`src/hw/rtl/calibration_curve_interpolator_macros.svh`:
```
// Assertion helpers for the calibration curve interpolator.
// Each macro expects clk and rst to be visible where it is used.
`ifndef CALIBRATION_CURVE_INTERPOLATOR_MACROS_SVH
`define CALIBRATION_CURVE_INTERPOLATOR_MACROS_SVH

`ifndef SYNTHESIS

`define CCI_ASSERT_IMPL(lbl, ante, cons, msg) \
  lbl: assert property (@(posedge clk) disable iff (rst) (ante) |-> (cons)) \
    else $error(msg);

`define CCI_ASSERT_NEXT(lbl, ante, cons, msg) \
  lbl: assert property (@(posedge clk) disable iff (rst) (ante) |=> (cons)) \
    else $error(msg);

`else

`define CCI_ASSERT_IMPL(lbl, ante, cons, msg)

`define CCI_ASSERT_NEXT(lbl, ante, cons, msg)

`endif

`endif

```
`src/hw/rtl/cci_pkg.sv`:
```
`timescale 1ns / 1ps
`default_nettype none

package cci_pkg;

  localparam int unsigned MAX_POINTS  = 8;
  localparam int unsigned POINTS_DEF  = 8;
  localparam int unsigned TRAVEL_W    = 16;
  localparam int unsigned VALUE_W     = 15;
  localparam int unsigned PT_IN_W     = 15;
  localparam int unsigned PT_OUT_W    = 16;
  localparam int unsigned CFG_DATA_W  = PT_IN_W + PT_OUT_W;
  localparam int unsigned CFG_IDX_W   = $clog2(MAX_POINTS);
  localparam int unsigned FULL_SCALE  = 25600;

  // Long division: 32 quotient bits, spread over DIV_STAGES pipeline stages.
  localparam int unsigned QUO_W       = 32;
  localparam int unsigned DIV_STAGES  = 8;
  localparam int unsigned DIV_BITS    = QUO_W / DIV_STAGES;
  localparam int unsigned REM_W       = PT_IN_W;
  localparam int unsigned SUM_W       = QUO_W + 2;

  typedef logic signed [TRAVEL_W-1:0] travel_t;
  typedef logic [VALUE_W-1:0]         value_t;
  typedef logic [PT_IN_W-1:0]         pt_in_t;
  typedef logic [PT_OUT_W-1:0]        pt_out_t;
  typedef logic [CFG_IDX_W-1:0]       cfg_idx_t;
  typedef logic [CFG_DATA_W-1:0]      cfg_data_t;
  typedef logic [QUO_W-1:0]           quo_t;
  typedef logic [REM_W-1:0]           rem_t;

endpackage

`default_nettype wire

```
`src/hw/rtl/cci_if.sv`:
```
`timescale 1ns / 1ps
`default_nettype none

interface cci_travel_if import cci_pkg::*; ();
  logic    valid;
  logic    ready;
  travel_t travel;

  modport source (output valid, output travel, input ready);
  modport sink   (input valid, input travel, output ready);
endinterface

interface cci_curve_if import cci_pkg::*; ();
  logic   valid;
  logic   ready;
  value_t curve_value;

  modport source (output valid, output curve_value, input ready);
  modport sink   (input valid, input curve_value, output ready);
endinterface

interface cci_cfg_if import cci_pkg::*; ();
  logic      valid;
  logic      ready;
  cfg_idx_t  index;
  cfg_data_t data;

  modport source (output valid, output index, output data, input ready);
  modport sink   (input valid, input index, input data, output ready);
endinterface

`default_nettype wire

```
`src/hw/rtl/calibration_curve_interpolator.sv`:
```
// Piecewise-linear calibration curve. Each travel request (signed Q7.8) is
// clamped to 0..100 percent, matched to the first segment whose upper
// breakpoint is at or above it, and interpolated between the two output
// points of that segment; the quotient truncates toward zero and the result
// saturates to 0..25600. The block takes one request per clock while the
// output is not stalled. Each request passes through clamp, segment
// select, multiply, eight long-division stages of four quotient bits
// each, and the output register. Every stage stalls only when the stage
// after it is full, so empty stages keep accepting requests while a result
// waits to be taken. Calibration points are written through the
// configuration channel, which is always ready; writes to an index at or
// above POINTS are dropped.
`timescale 1ns / 1ps
`default_nettype none

`include "calibration_curve_interpolator_macros.svh"

module calibration_curve_interpolator import cci_pkg::*; #(
  parameter int unsigned POINTS = POINTS_DEF
) (
  input  logic        clk,
  input  logic        rst,
  cci_cfg_if.sink     cfg,
  cci_travel_if.sink  sample,
  cci_curve_if.source result
);

  localparam int unsigned DS   = DIV_STAGES;
  localparam int unsigned NSTG = DS + 4;

  // Calibration points
  pt_in_t  pt_in  [POINTS];
  pt_out_t pt_out [POINTS];

  assign cfg.ready = 1'b1;

  always_ff @(posedge clk) begin
    if (rst) begin
      for (int k = 0; k < POINTS; k++) begin
        pt_in[k]  <= '0;
        pt_out[k] <= '0;
      end
    end else if (cfg.valid && cfg.ready) begin
      for (int k = 0; k < POINTS; k++) begin
        if (cfg.index == CFG_IDX_W'(k)) begin
          pt_in[k]  <= cfg.data[PT_OUT_W +: PT_IN_W];
          pt_out[k] <= cfg.data[PT_OUT_W-1:0];
        end
      end
    end
  end

  // Stage valid bits and the backward ready chain
  logic [NSTG:1]   v;
  logic [NSTG+1:1] rdy;

  always_comb begin
    rdy[NSTG+1] = result.ready;
    for (int k = NSTG; k >= 1; k--) begin
      rdy[k] = !v[k] || rdy[k+1];
    end
  end

  assign sample.ready = rdy[1];
  assign result.valid = v[NSTG];

  always_ff @(posedge clk) begin
    if (rst) begin
      v <= '0;
    end else begin
      if (rdy[1]) begin
        v[1] <= sample.valid;
      end
      for (int k = 2; k <= NSTG; k++) begin
        if (rdy[k]) begin
          v[k] <= v[k-1];
        end
      end
    end
  end

  // Stage 1: clamp
  value_t x1;

  always_ff @(posedge clk) begin
    if (rdy[1]) begin
      if (sample.travel[TRAVEL_W-1]) begin
        x1 <= '0;
      end else if (sample.travel[VALUE_W-1:0] > VALUE_W'(FULL_SCALE)) begin
        x1 <= VALUE_W'(FULL_SCALE);
      end else begin
        x1 <= sample.travel[VALUE_W-1:0];
      end
    end
  end

  // Stage 2: segment select, operand magnitudes and sign
  pt_in_t                 lo, hi;
  pt_out_t                o0, o1;
  logic                   found;
  logic signed [PT_OUT_W:0] dx, diff;
  logic [PT_OUT_W-1:0]    dx_mag, diff_mag;

  always_comb begin
    found = 1'b0;
    lo    = '0;
    hi    = '0;
    o0    = pt_out[POINTS-1];
    o1    = pt_out[POINTS-1];
    // Walk down so that the lowest matching segment wins.
    for (int k = POINTS - 2; k >= 0; k--) begin
      if ({1'b0, x1} <= {1'b0, pt_in[k+1]}) begin
        found = 1'b1;
        lo    = pt_in[k];
        hi    = pt_in[k+1];
        o0    = pt_out[k];
        o1    = pt_out[k+1];
      end
    end
    dx       = $signed({2'b00, x1}) - $signed({2'b00, lo});
    diff     = $signed({1'b0, o1}) - $signed({1'b0, o0});
    dx_mag   = dx[PT_OUT_W] ? PT_OUT_W'(-dx) : dx[PT_OUT_W-1:0];
    diff_mag = diff[PT_OUT_W] ? PT_OUT_W'(-diff) : diff[PT_OUT_W-1:0];
  end

  pt_out_t             o0_2;
  logic [PT_OUT_W-1:0] dx_mag_2, diff_mag_2;
  logic                neg_2, interp_2;
  pt_in_t              span_2;

  always_ff @(posedge clk) begin
    if (rdy[2]) begin
      o0_2       <= o0;
      dx_mag_2   <= dx_mag;
      diff_mag_2 <= diff_mag;
      neg_2      <= dx[PT_OUT_W] ^ diff[PT_OUT_W];
      interp_2   <= found && (hi > lo);
      span_2     <= hi - lo;
    end
  end

  // Stage 3 (division index 0): product magnitude; stages after it divide.
  quo_t    d_work   [DS+1];
  rem_t    d_rem    [DS+1];
  pt_in_t  d_span   [DS+1];
  pt_out_t d_o0     [DS+1];
  logic    d_neg    [DS+1];
  logic    d_interp [DS+1];

  always_ff @(posedge clk) begin
    if (rdy[3]) begin
      d_work[0]   <= QUO_W'(diff_mag_2) * QUO_W'(dx_mag_2);
      d_rem[0]    <= '0;
      d_span[0]   <= span_2;
      d_o0[0]     <= o0_2;
      d_neg[0]    <= neg_2;
      d_interp[0] <= interp_2;
    end
  end

  for (genvar j = 1; j <= DS; j++) begin : g_div
    quo_t w;
    rem_t r;

    // Restoring division: dividend bits shift out of the top of the work
    // word while quotient bits shift in at the bottom.
    always_comb begin
      logic [REM_W:0] t;
      logic           ge;
      w = d_work[j-1];
      r = d_rem[j-1];
      for (int b = 0; b < DIV_BITS; b++) begin
        t  = {r, w[QUO_W-1]};
        ge = t >= {1'b0, d_span[j-1]};
        w  = {w[QUO_W-2:0], ge};
        r  = ge ? REM_W'(t - {1'b0, d_span[j-1]}) : t[REM_W-1:0];
      end
    end

    always_ff @(posedge clk) begin
      if (rdy[3+j]) begin
        d_work[j]   <= w;
        d_rem[j]    <= r;
        d_span[j]   <= d_span[j-1];
        d_o0[j]     <= d_o0[j-1];
        d_neg[j]    <= d_neg[j-1];
        d_interp[j] <= d_interp[j-1];
      end
    end
  end

  // Output stage: apply the sign, add the base point and saturate.
  logic signed [SUM_W-1:0] q_s, base, sum;
  value_t                  sat;
  value_t                  out_q;

  always_comb begin
    q_s  = $signed({2'b00, d_work[DS]});
    base = $signed({{(SUM_W-PT_OUT_W){1'b0}}, d_o0[DS]});
    if (d_neg[DS]) begin
      q_s = -q_s;
    end
    sum = d_interp[DS] ? base + q_s : base;
    if (sum[SUM_W-1]) begin
      sat = '0;
    end else if (sum[SUM_W-2:0] > (SUM_W-1)'(FULL_SCALE)) begin
      sat = VALUE_W'(FULL_SCALE);
    end else begin
      sat = sum[VALUE_W-1:0];
    end
  end

  always_ff @(posedge clk) begin
    if (rdy[NSTG]) begin
      out_q <= sat;
    end
  end

  assign result.curve_value = out_q;

  `CCI_ASSERT_IMPL(a_result_in_range, result.valid, result.curve_value <= FULL_SCALE, "result above full scale")
  `CCI_ASSERT_IMPL(a_ready_when_drained, !result.valid, sample.ready, "input stalled with empty output")
  `CCI_ASSERT_NEXT(a_request_enters, sample.valid && sample.ready, v[1], "accepted request not captured")

endmodule

`default_nettype wire
```
`src/flat_wrapper.sv`:
```
// flat-port wrapper written by rule: the top's interface ports become plain ports
module calibration_curve_interpolator_flat import cci_pkg::*;
#(
  parameter int unsigned POINTS = POINTS_DEF
)
  (clk, rst, cfg_valid, cfg_index, cfg_data, cfg_ready, sample_valid, sample_travel, sample_ready, result_valid, result_curve_value, result_ready);
  cci_cfg_if cfg_i ();
  cci_travel_if sample_i ();
  cci_curve_if result_i ();
  input  logic clk;
  input  logic rst;
  input wire logic [$bits(cfg_i.valid)-1:0] cfg_valid;
  input wire logic [$bits(cfg_i.index)-1:0] cfg_index;
  input wire logic [$bits(cfg_i.data)-1:0] cfg_data;
  output wire logic [$bits(cfg_i.ready)-1:0] cfg_ready;
  input wire logic [$bits(sample_i.valid)-1:0] sample_valid;
  input wire logic [$bits(sample_i.travel)-1:0] sample_travel;
  output wire logic [$bits(sample_i.ready)-1:0] sample_ready;
  output wire logic [$bits(result_i.valid)-1:0] result_valid;
  output wire logic [$bits(result_i.curve_value)-1:0] result_curve_value;
  input wire logic [$bits(result_i.ready)-1:0] result_ready;
  assign cfg_i.valid = cfg_valid;
  assign cfg_i.index = cfg_index;
  assign cfg_i.data = cfg_data;
  assign cfg_ready = cfg_i.ready;
  assign sample_i.valid = sample_valid;
  assign sample_i.travel = sample_travel;
  assign sample_ready = sample_i.ready;
  assign result_valid = result_i.valid;
  assign result_curve_value = result_i.curve_value;
  assign result_i.ready = result_ready;
  calibration_curve_interpolator #(.POINTS(POINTS)) u_core (.clk(clk), .rst(rst), .cfg(cfg_i), .sample(sample_i), .result(result_i));
endmodule
```
`config.mk`:
```
export PLATFORM = sky130hd
export DESIGN_NAME = calibration_curve_interpolator_flat
export DESIGN_NICKNAME = d
export VERILOG_FILES = /design/src/hw/rtl/cci_pkg.sv /design/src/hw/rtl/cci_if.sv /design/src/hw/rtl/calibration_curve_interpolator.sv /design/src/flat_wrapper.sv
export VERILOG_INCLUDE_DIRS = /design/src /design/src/hw/rtl
export SDC_FILE = /design/constraint.sdc
export NUM_CORES = 2
export LEC_CHECK = 0
export ABC_AREA = 0
export BUFFER_PORTS_ARGS = -buffer_cell sky130_fd_sc_hd__buf_4
export CORE_MARGIN = 3
export CORE_UTILIZATION = 24
export CTS_BUF_LIST = sky130_fd_sc_hd__clkbuf_2
export DETAILED_ROUTE_END_ITERATION = 10
export GPL_ROUTABILITY_DRIVEN = 0
export PLACE_DENSITY = 0.48
export SKIP_CTS_REPAIR_TIMING = 1
export SLEW_MARGIN = 20
export SYNTH_ARGS = -nofsm -noshare
export SYNTH_HDL_FRONTEND = slang
export SYNTH_SLANG_ARGS = --single-unit
```
`constraint.sdc`:
```
create_clock -name clk -period 14.98 [get_ports clk]
set_input_delay 1.498 -clock clk [delete_from_list [all_inputs] [get_ports clk]]
set_output_delay 1.498 -clock clk [all_outputs]
set_load 0.005 [all_outputs]
```
Yosys cells after proc, flatten, opt, wreduce, memory -nomap -nowiden
Memories as Yosys holds them, arrays and structs flattened.
Cells that the tools add are included.
{ "word_totals": {"memories": 8, "ram_bits": 968, "regBits": 107, "out_inout_bits": 18, "input_bits": 55} }
{ "op_classes": {"add_sub_neg": 39, "n_reduce_logical": 28, "n_eq_ne": 7, "n_mul": 1, "mux": 140, "n_lt_le_gt_ge": 42, "bitwise": 17} }
{ "mem_list": {"columns": ["memory", "depth", "word_bits", "rd", "rd_ports_with_merged_regs", "wr", "line", "source"], "rows": [
  ["u_core.d_work", 9, 32, 9, 0, 9, "calibration_curve_interpolator.sv:143", "quo_t d_work [DS+1];"],
  ["u_core.d_o0", 9, 16, 9, 0, 9, "calibration_curve_interpolator.sv:146", "pt_out_t d_o0 [DS+1];"],
  ["u_core.d_rem", 9, 15, 8, 0, 9, "calibration_curve_interpolator.sv:144", "rem_t d_rem [DS+1];"],
  ["u_core.d_span", 9, 15, 8, 0, 9, "calibration_curve_interpolator.sv:145", "pt_in_t d_span [DS+1];"],
  ["u_core.pt_out", 8, 16, 8, 0, 8, "calibration_curve_interpolator.sv:33", "pt_out_t pt_out [POINTS];"],
  ["u_core.pt_in", 8, 15, 8, 0, 8, "calibration_curve_interpolator.sv:32", "pt_in_t pt_in [POINTS];"],
  ["2 more memories", null, null, null, null, null, null, null]
]} }
{ "op_table": {"columns": ["op", "n"], "rows": [
  ["15-bit 2-to-1 mux", 56],
  ["16-bit by 15-bit >= comparator with 1-bit output", 32],
  ["15-bit subtractor", 33],
  ["16-bit 2-to-1 mux", 23],
  ["15-bit less-or-equal comparator", 7],
  ["34-bit 2-to-1 mux", 2],
  ["1-bit 2-to-1 mux", 59],
  ["17-bit by 34-bit adder with 34-bit output", 1],
  ["32-bit negation with 34-bit output", 1],
  ["33-bit by 15-bit greater-than comparator with 1-bit output (second input constant)", 1],
  ["16-bit by 16-bit multiplier with 32-bit output", 1],
  ["16-bit negation", 2],
  ["16-bit by 16-bit subtractor with 17-bit output", 1],
  ["1-bit bitwise OR", 16],
  ["15-bit by 15-bit subtractor with 16-bit output", 1],
  ["15-bit greater-than comparator", 1],
  ["15-bit greater-than comparator (second input constant)", 1],
  ["3-bit equality test (second input constant)", 4],
  ["1-bit logical NOT", 12],
  ["1-bit logical OR", 12],
  ["3-bit by 2-bit equality test with 1-bit output (second input constant)", 2],
  ["2-bit OR reduction", 2],
  ["3-bit by 1-bit equality test with 1-bit output (second input constant)", 1],
  ["3-bit logical NOT", 1],
  ["other kinds (2)", 2]
]} }

Depth between registers and ports, before layout
{ "depth": {"word_depth": 13, "ltp_mapped": 51} }

Worst setup path before layout
Ideal clock, no wire load.
{ "synth_timing": {"kind": "register -> register", "startpoint": "memory u_core.d_span[0][91] (netlist name)", "endpoint": "memory u_core.d_rem[0][111] (netlist name) (data pin)", "path_slack_ps": 4386, "t_arrival_ps": 10334, "n_path_buf": 6, "t_required_ps": 14720, "path_stages_with_launch": 44, "setup_ps": 260, "path_cell_list": "edfxtp_1 -> inv_1 -> fa_1 -> a21oi_1 -> o221ai_1 -> a2111oi_0 -> o31a_1 -> clkbuf_1 -> buf_1 -> nor2_1 -> a21oi_1 -> fa_1 -> nor2b_1 -> o31ai_1 -> a21oi_1 -> a31oi_1 -> a211o_1 -> o211a_1 -> (+8 left out) -> a2111oi_0 -> o31a_1 -> a311o_1 -> clkbuf_1 -> o21ai_0 -> fa_1 -> nor2b_1 -> o31a_1 -> o211ai_1 -> a21oi_1 -> nor3_1 -> o41ai_1 -> o22ai_1 -> nor3b_1 -> a31o_2 -> clkinv_1 -> buf_1 -> mux2_2"} }
{ "synth_lines": {"columns": ["element", "line"], "rows": [
  ["start: declaration", "calibration_curve_interpolator.sv:145"],
  ["end: declaration", "calibration_curve_interpolator.sv:144"]
]} }

==> impl_metrics.csv <==
group,metric,value,unit
final_layout,fillerInstances,34401,
min_path,whs_path_depth,2,
final_layout,design_area,87100,µm²
final_layout,nets,9121,
setup_path,slowest_stage,"o2111a_1",
setup_path,critPathMaxStageDelay,0.87,ns
floorplan,die_x,579,µm
cts,root_buffer,"clkbuf_2",
final_layout,multi_input_area,44600,µm²
floorplan,rows,209,
global_routing,grt_max_degree,81,
sta,worstMarginPinSlew,1.15,ns
sta,setup_tns,0,ns
global_routing,overflow,0,
synth,synth_area_per_cell,9.97,µm²
flow_run,max_cap_viol_count,0,
global_routing,grt_pass1_wl,341000,µm
synth,synth.distinct_cells,95,
floorplan,die_y,579,µm
routing,firstDrtPassIters,6,
routing,drt_iter0_drc,4389,
setup_path,critPathTopFamily,"compound AO/OA/AOI/OAI gates",
setup_path,cp.required,16.20,ns
cts,clkTransAtPathRegs,0.10,ns
routing,vias_per_cell,4.81,
setup_path,crit_fanout,28,
cts,insertion_delay,1.55,ns
synth,synth_top_cells_by_count,"edfxtp_1 (1018), ha_1 (741), inv_1 (716)",
routing,ant_nets,0,
sta,max_freq,76.9,MHz
placement,port_buffers,71,
sta,finalHoldWorstSlack,0.279,ns
placement,place_hpwl,167000,µm
setup_path,crit_type,"reg -> reg",
setup_path,critPathArrivalTime,14.22,ns
synth,synth_top_area_share,38.8,%
sta,slew_headroom,22.9,%
min_path,worstHoldPathType,"in -> reg",
min_path,holdPathEnd,"u_core.x1[14]$_SDFFCE_PP0P_",
sta,setup_viol,0,
routing,vias,60655,
synth,synth_most_common_cell,"edfxtp_1",
synth,synthTopCellsByArea,"edfxtp_1 (39%), ha_1 (12%), fa_1 (5.8%), inv_1 (3.4%), nor2_1 (3.4%)",
synth,syn_nets,8937,
global_routing,groute.usage.overall,12.7,%
final_layout,areaGrowthSynthToFinish,10.4,%
min_path,hold_start,"sample_travel[15]",
routing,drc_errors,0,
synth,synth_seq_area_share,39.1,%
synth,ys_seq_elements,1030,
floorplan,core,326000,µm²
global_routing,grt_pass1_vias,60393,
placement,placed_cell_area,84500,µm²
final_layout,layout-drive-gt1-share,10.4,%
cts,cts_buffers,288,
cts,cts_tree,"done",
sta,drv_slew,0,
cts,cts_sinks,1030,
outcome,status,"complete, no violations",
routing,routed_wl,218000,µm
sta,clock_skew,0.176,ns
synth,synth_area_leader_cell,"edfxtp_1",
floorplan,io_pins,73,
synth,ys.warnings.count,0,
synth,syn_inst,7913,
synth,synth-async-reset-ratio,0,%
setup_path,ff2ff_path_depth,42,
floorplan,start_util,24.2,%
cts,clk_path_buf_depth,4,
final_layout,regArea,30800,µm²
setup_path,crit-reg2reg-launch,"u_core.d_span[0][76]$_DFFE_PP_",
setup_path,r2r_slack,1.98,ns
routing,wl_per_cell,17.3,µm
synth,synthesis.area,78900,µm²
floorplan,dieArea,336000,µm²
setup_path,worst_setup_path_end_kind,"flop",
sta,min_period,13.00,ns
sta,fin_crit_sh,86.8,%
setup_path,rr_endpoint,"u_core.d_rem[0][94]$_DFFE_PP_",
sta,rsz0062_at_grt,"no",
global_routing,antenna_found_initial,16,
synth,synth-edff-count,1018,
sta,hold_violations,0,
setup_path,path_buf_inv,4,
setup_path,cp-start-kind,"flop",
cts,htreeDepth,5,
synth,synthFlopType,"edfxtp_1",
layer usage:
metal,up-vias,track usage (%),share of wire [%]
met3,356,2.11,5.4
met4,4,3.98,2.7
li1,29469,-,-
met1,29152,17.5,47
met2,1674,20.2,45
met5,-,0,0.011
metrics by stage:
step / cells / worst slack, ns / util [%]
after floorplan: 7913 / 4.39 / -
after global placement: 12131 / 2.37 / 26.0
after detailed placement: 12131 / 2.17 / 26.0
after CTS: 12614 / 2.08 / 26.7
after global routing: 12619 / 0.696 / 26.7
final: 12622 / 1.98 / 26.7
worst max-delay path by stage:
stage	to	slack (ns)	from	cells after the start
final	u_core.d_rem[0][94]$_DFFE_PP_	1.98	u_core.d_span[0][76]$_DFFE_PP_	42
after floorplan	u_core.d_rem[0][111]$_DFFE_PP_	4.39	u_core.d_span[0][91]$_DFFE_PP_	43
after detailed placement	u_core.d_rem[0][94]$_DFFE_PP_	2.17	u_core.d_span[0][76]$_DFFE_PP_	42
after global placement	u_core.d_rem[0][94]$_DFFE_PP_	2.37	u_core.d_span[0][76]$_DFFE_PP_	42
after CTS	u_core.d_rem[0][94]$_DFFE_PP_	2.08	u_core.d_span[0][76]$_DFFE_PP_	42
after global routing	u_core.d_rem[0][94]$_DFFE_PP_	0.70	u_core.d_span[0][76]$_DFFE_PP_	42
cell families (layout without fill, tap and decap cells):
group                      after synthesis  after routing  synth area share [%]
buffers and inverters                  957           1334                  4.58
DFF                                   1030           1030                  39.1
xor gates and xnor gates               418            418                  4.64
adders and majority gates              969            969                  17.5
AOI/OAI and AO/OA                     1844           1844                  15.7
other                                    1              8               0.00475
and+or+nand+nor                       2427           2427                  14.8
muxes                                  267            267                  3.69
registers in the layout, summed over array words and instances, names as in the netlist, 12 cells and up:
register,flops
u_core.o0_2,16
u_core.d_span,120
u_core.d_rem,105
u_core.span_2,15
u_core.x1,15
u_core.v,12
u_core.pt_in,120
u_core.pt_out,128
u_core.d_work,288
u_core.dx_mag_2,16
u_core.d_o0,144
u_core.diff_mag_2,16
u_core.result.curve_value,15
cell usage in the layout (no fill, tap or decap), drive strengths merged, types with 40 or more instances in the layout:
master / synthesis / final
edfxtp: 1018 / 1018
ha: 741 / 741
inv: 719 / 721
nor2: 711 / 711
nand2: 608 / 608
a21oi: 433 / 433
clkbuf: 200 / 395
o21ai: 356 / 356
xnor2: 265 / 265
fa: 228 / 228
mux2: 192 / 192
nand3: 172 / 172
nor3: 166 / 166
and2: 162 / 162
xor2: 153 / 153
buf: 34 / 127
a21o: 123 / 123
o21a: 119 / 119
nand2b: 112 / 112
nor2b: 109 / 109
nand4: 109 / 109
a211oi: 88 / 88
a311oi: 79 / 79
clkinv: 4 / 78
mux2i: 75 / 75
or3: 68 / 68
o31ai: 63 / 63
o211ai: 61 / 61
a31oi: 61 / 61
and3: 56 / 56
o31a: 41 / 41
a221o: 40 / 40
cell type report:
type / instances / share of cell area (%)
Timing Repair Buffer: 128 / 1.11
Clock inverter: 88 / 0.648
Tap cell: 4325 / 6.22
Inverter: 723 / 3.12
Multi-Input combinational cell: 5926 / 51.2
Clock buffer: 395 / 2.27
Sequential cell: 1030 / 35.4
Antenna cell: 7 / 0.0201
Power is not shown: default switching activity piles up to over one toggle a cycle in this logic, so the estimate is an artifact.
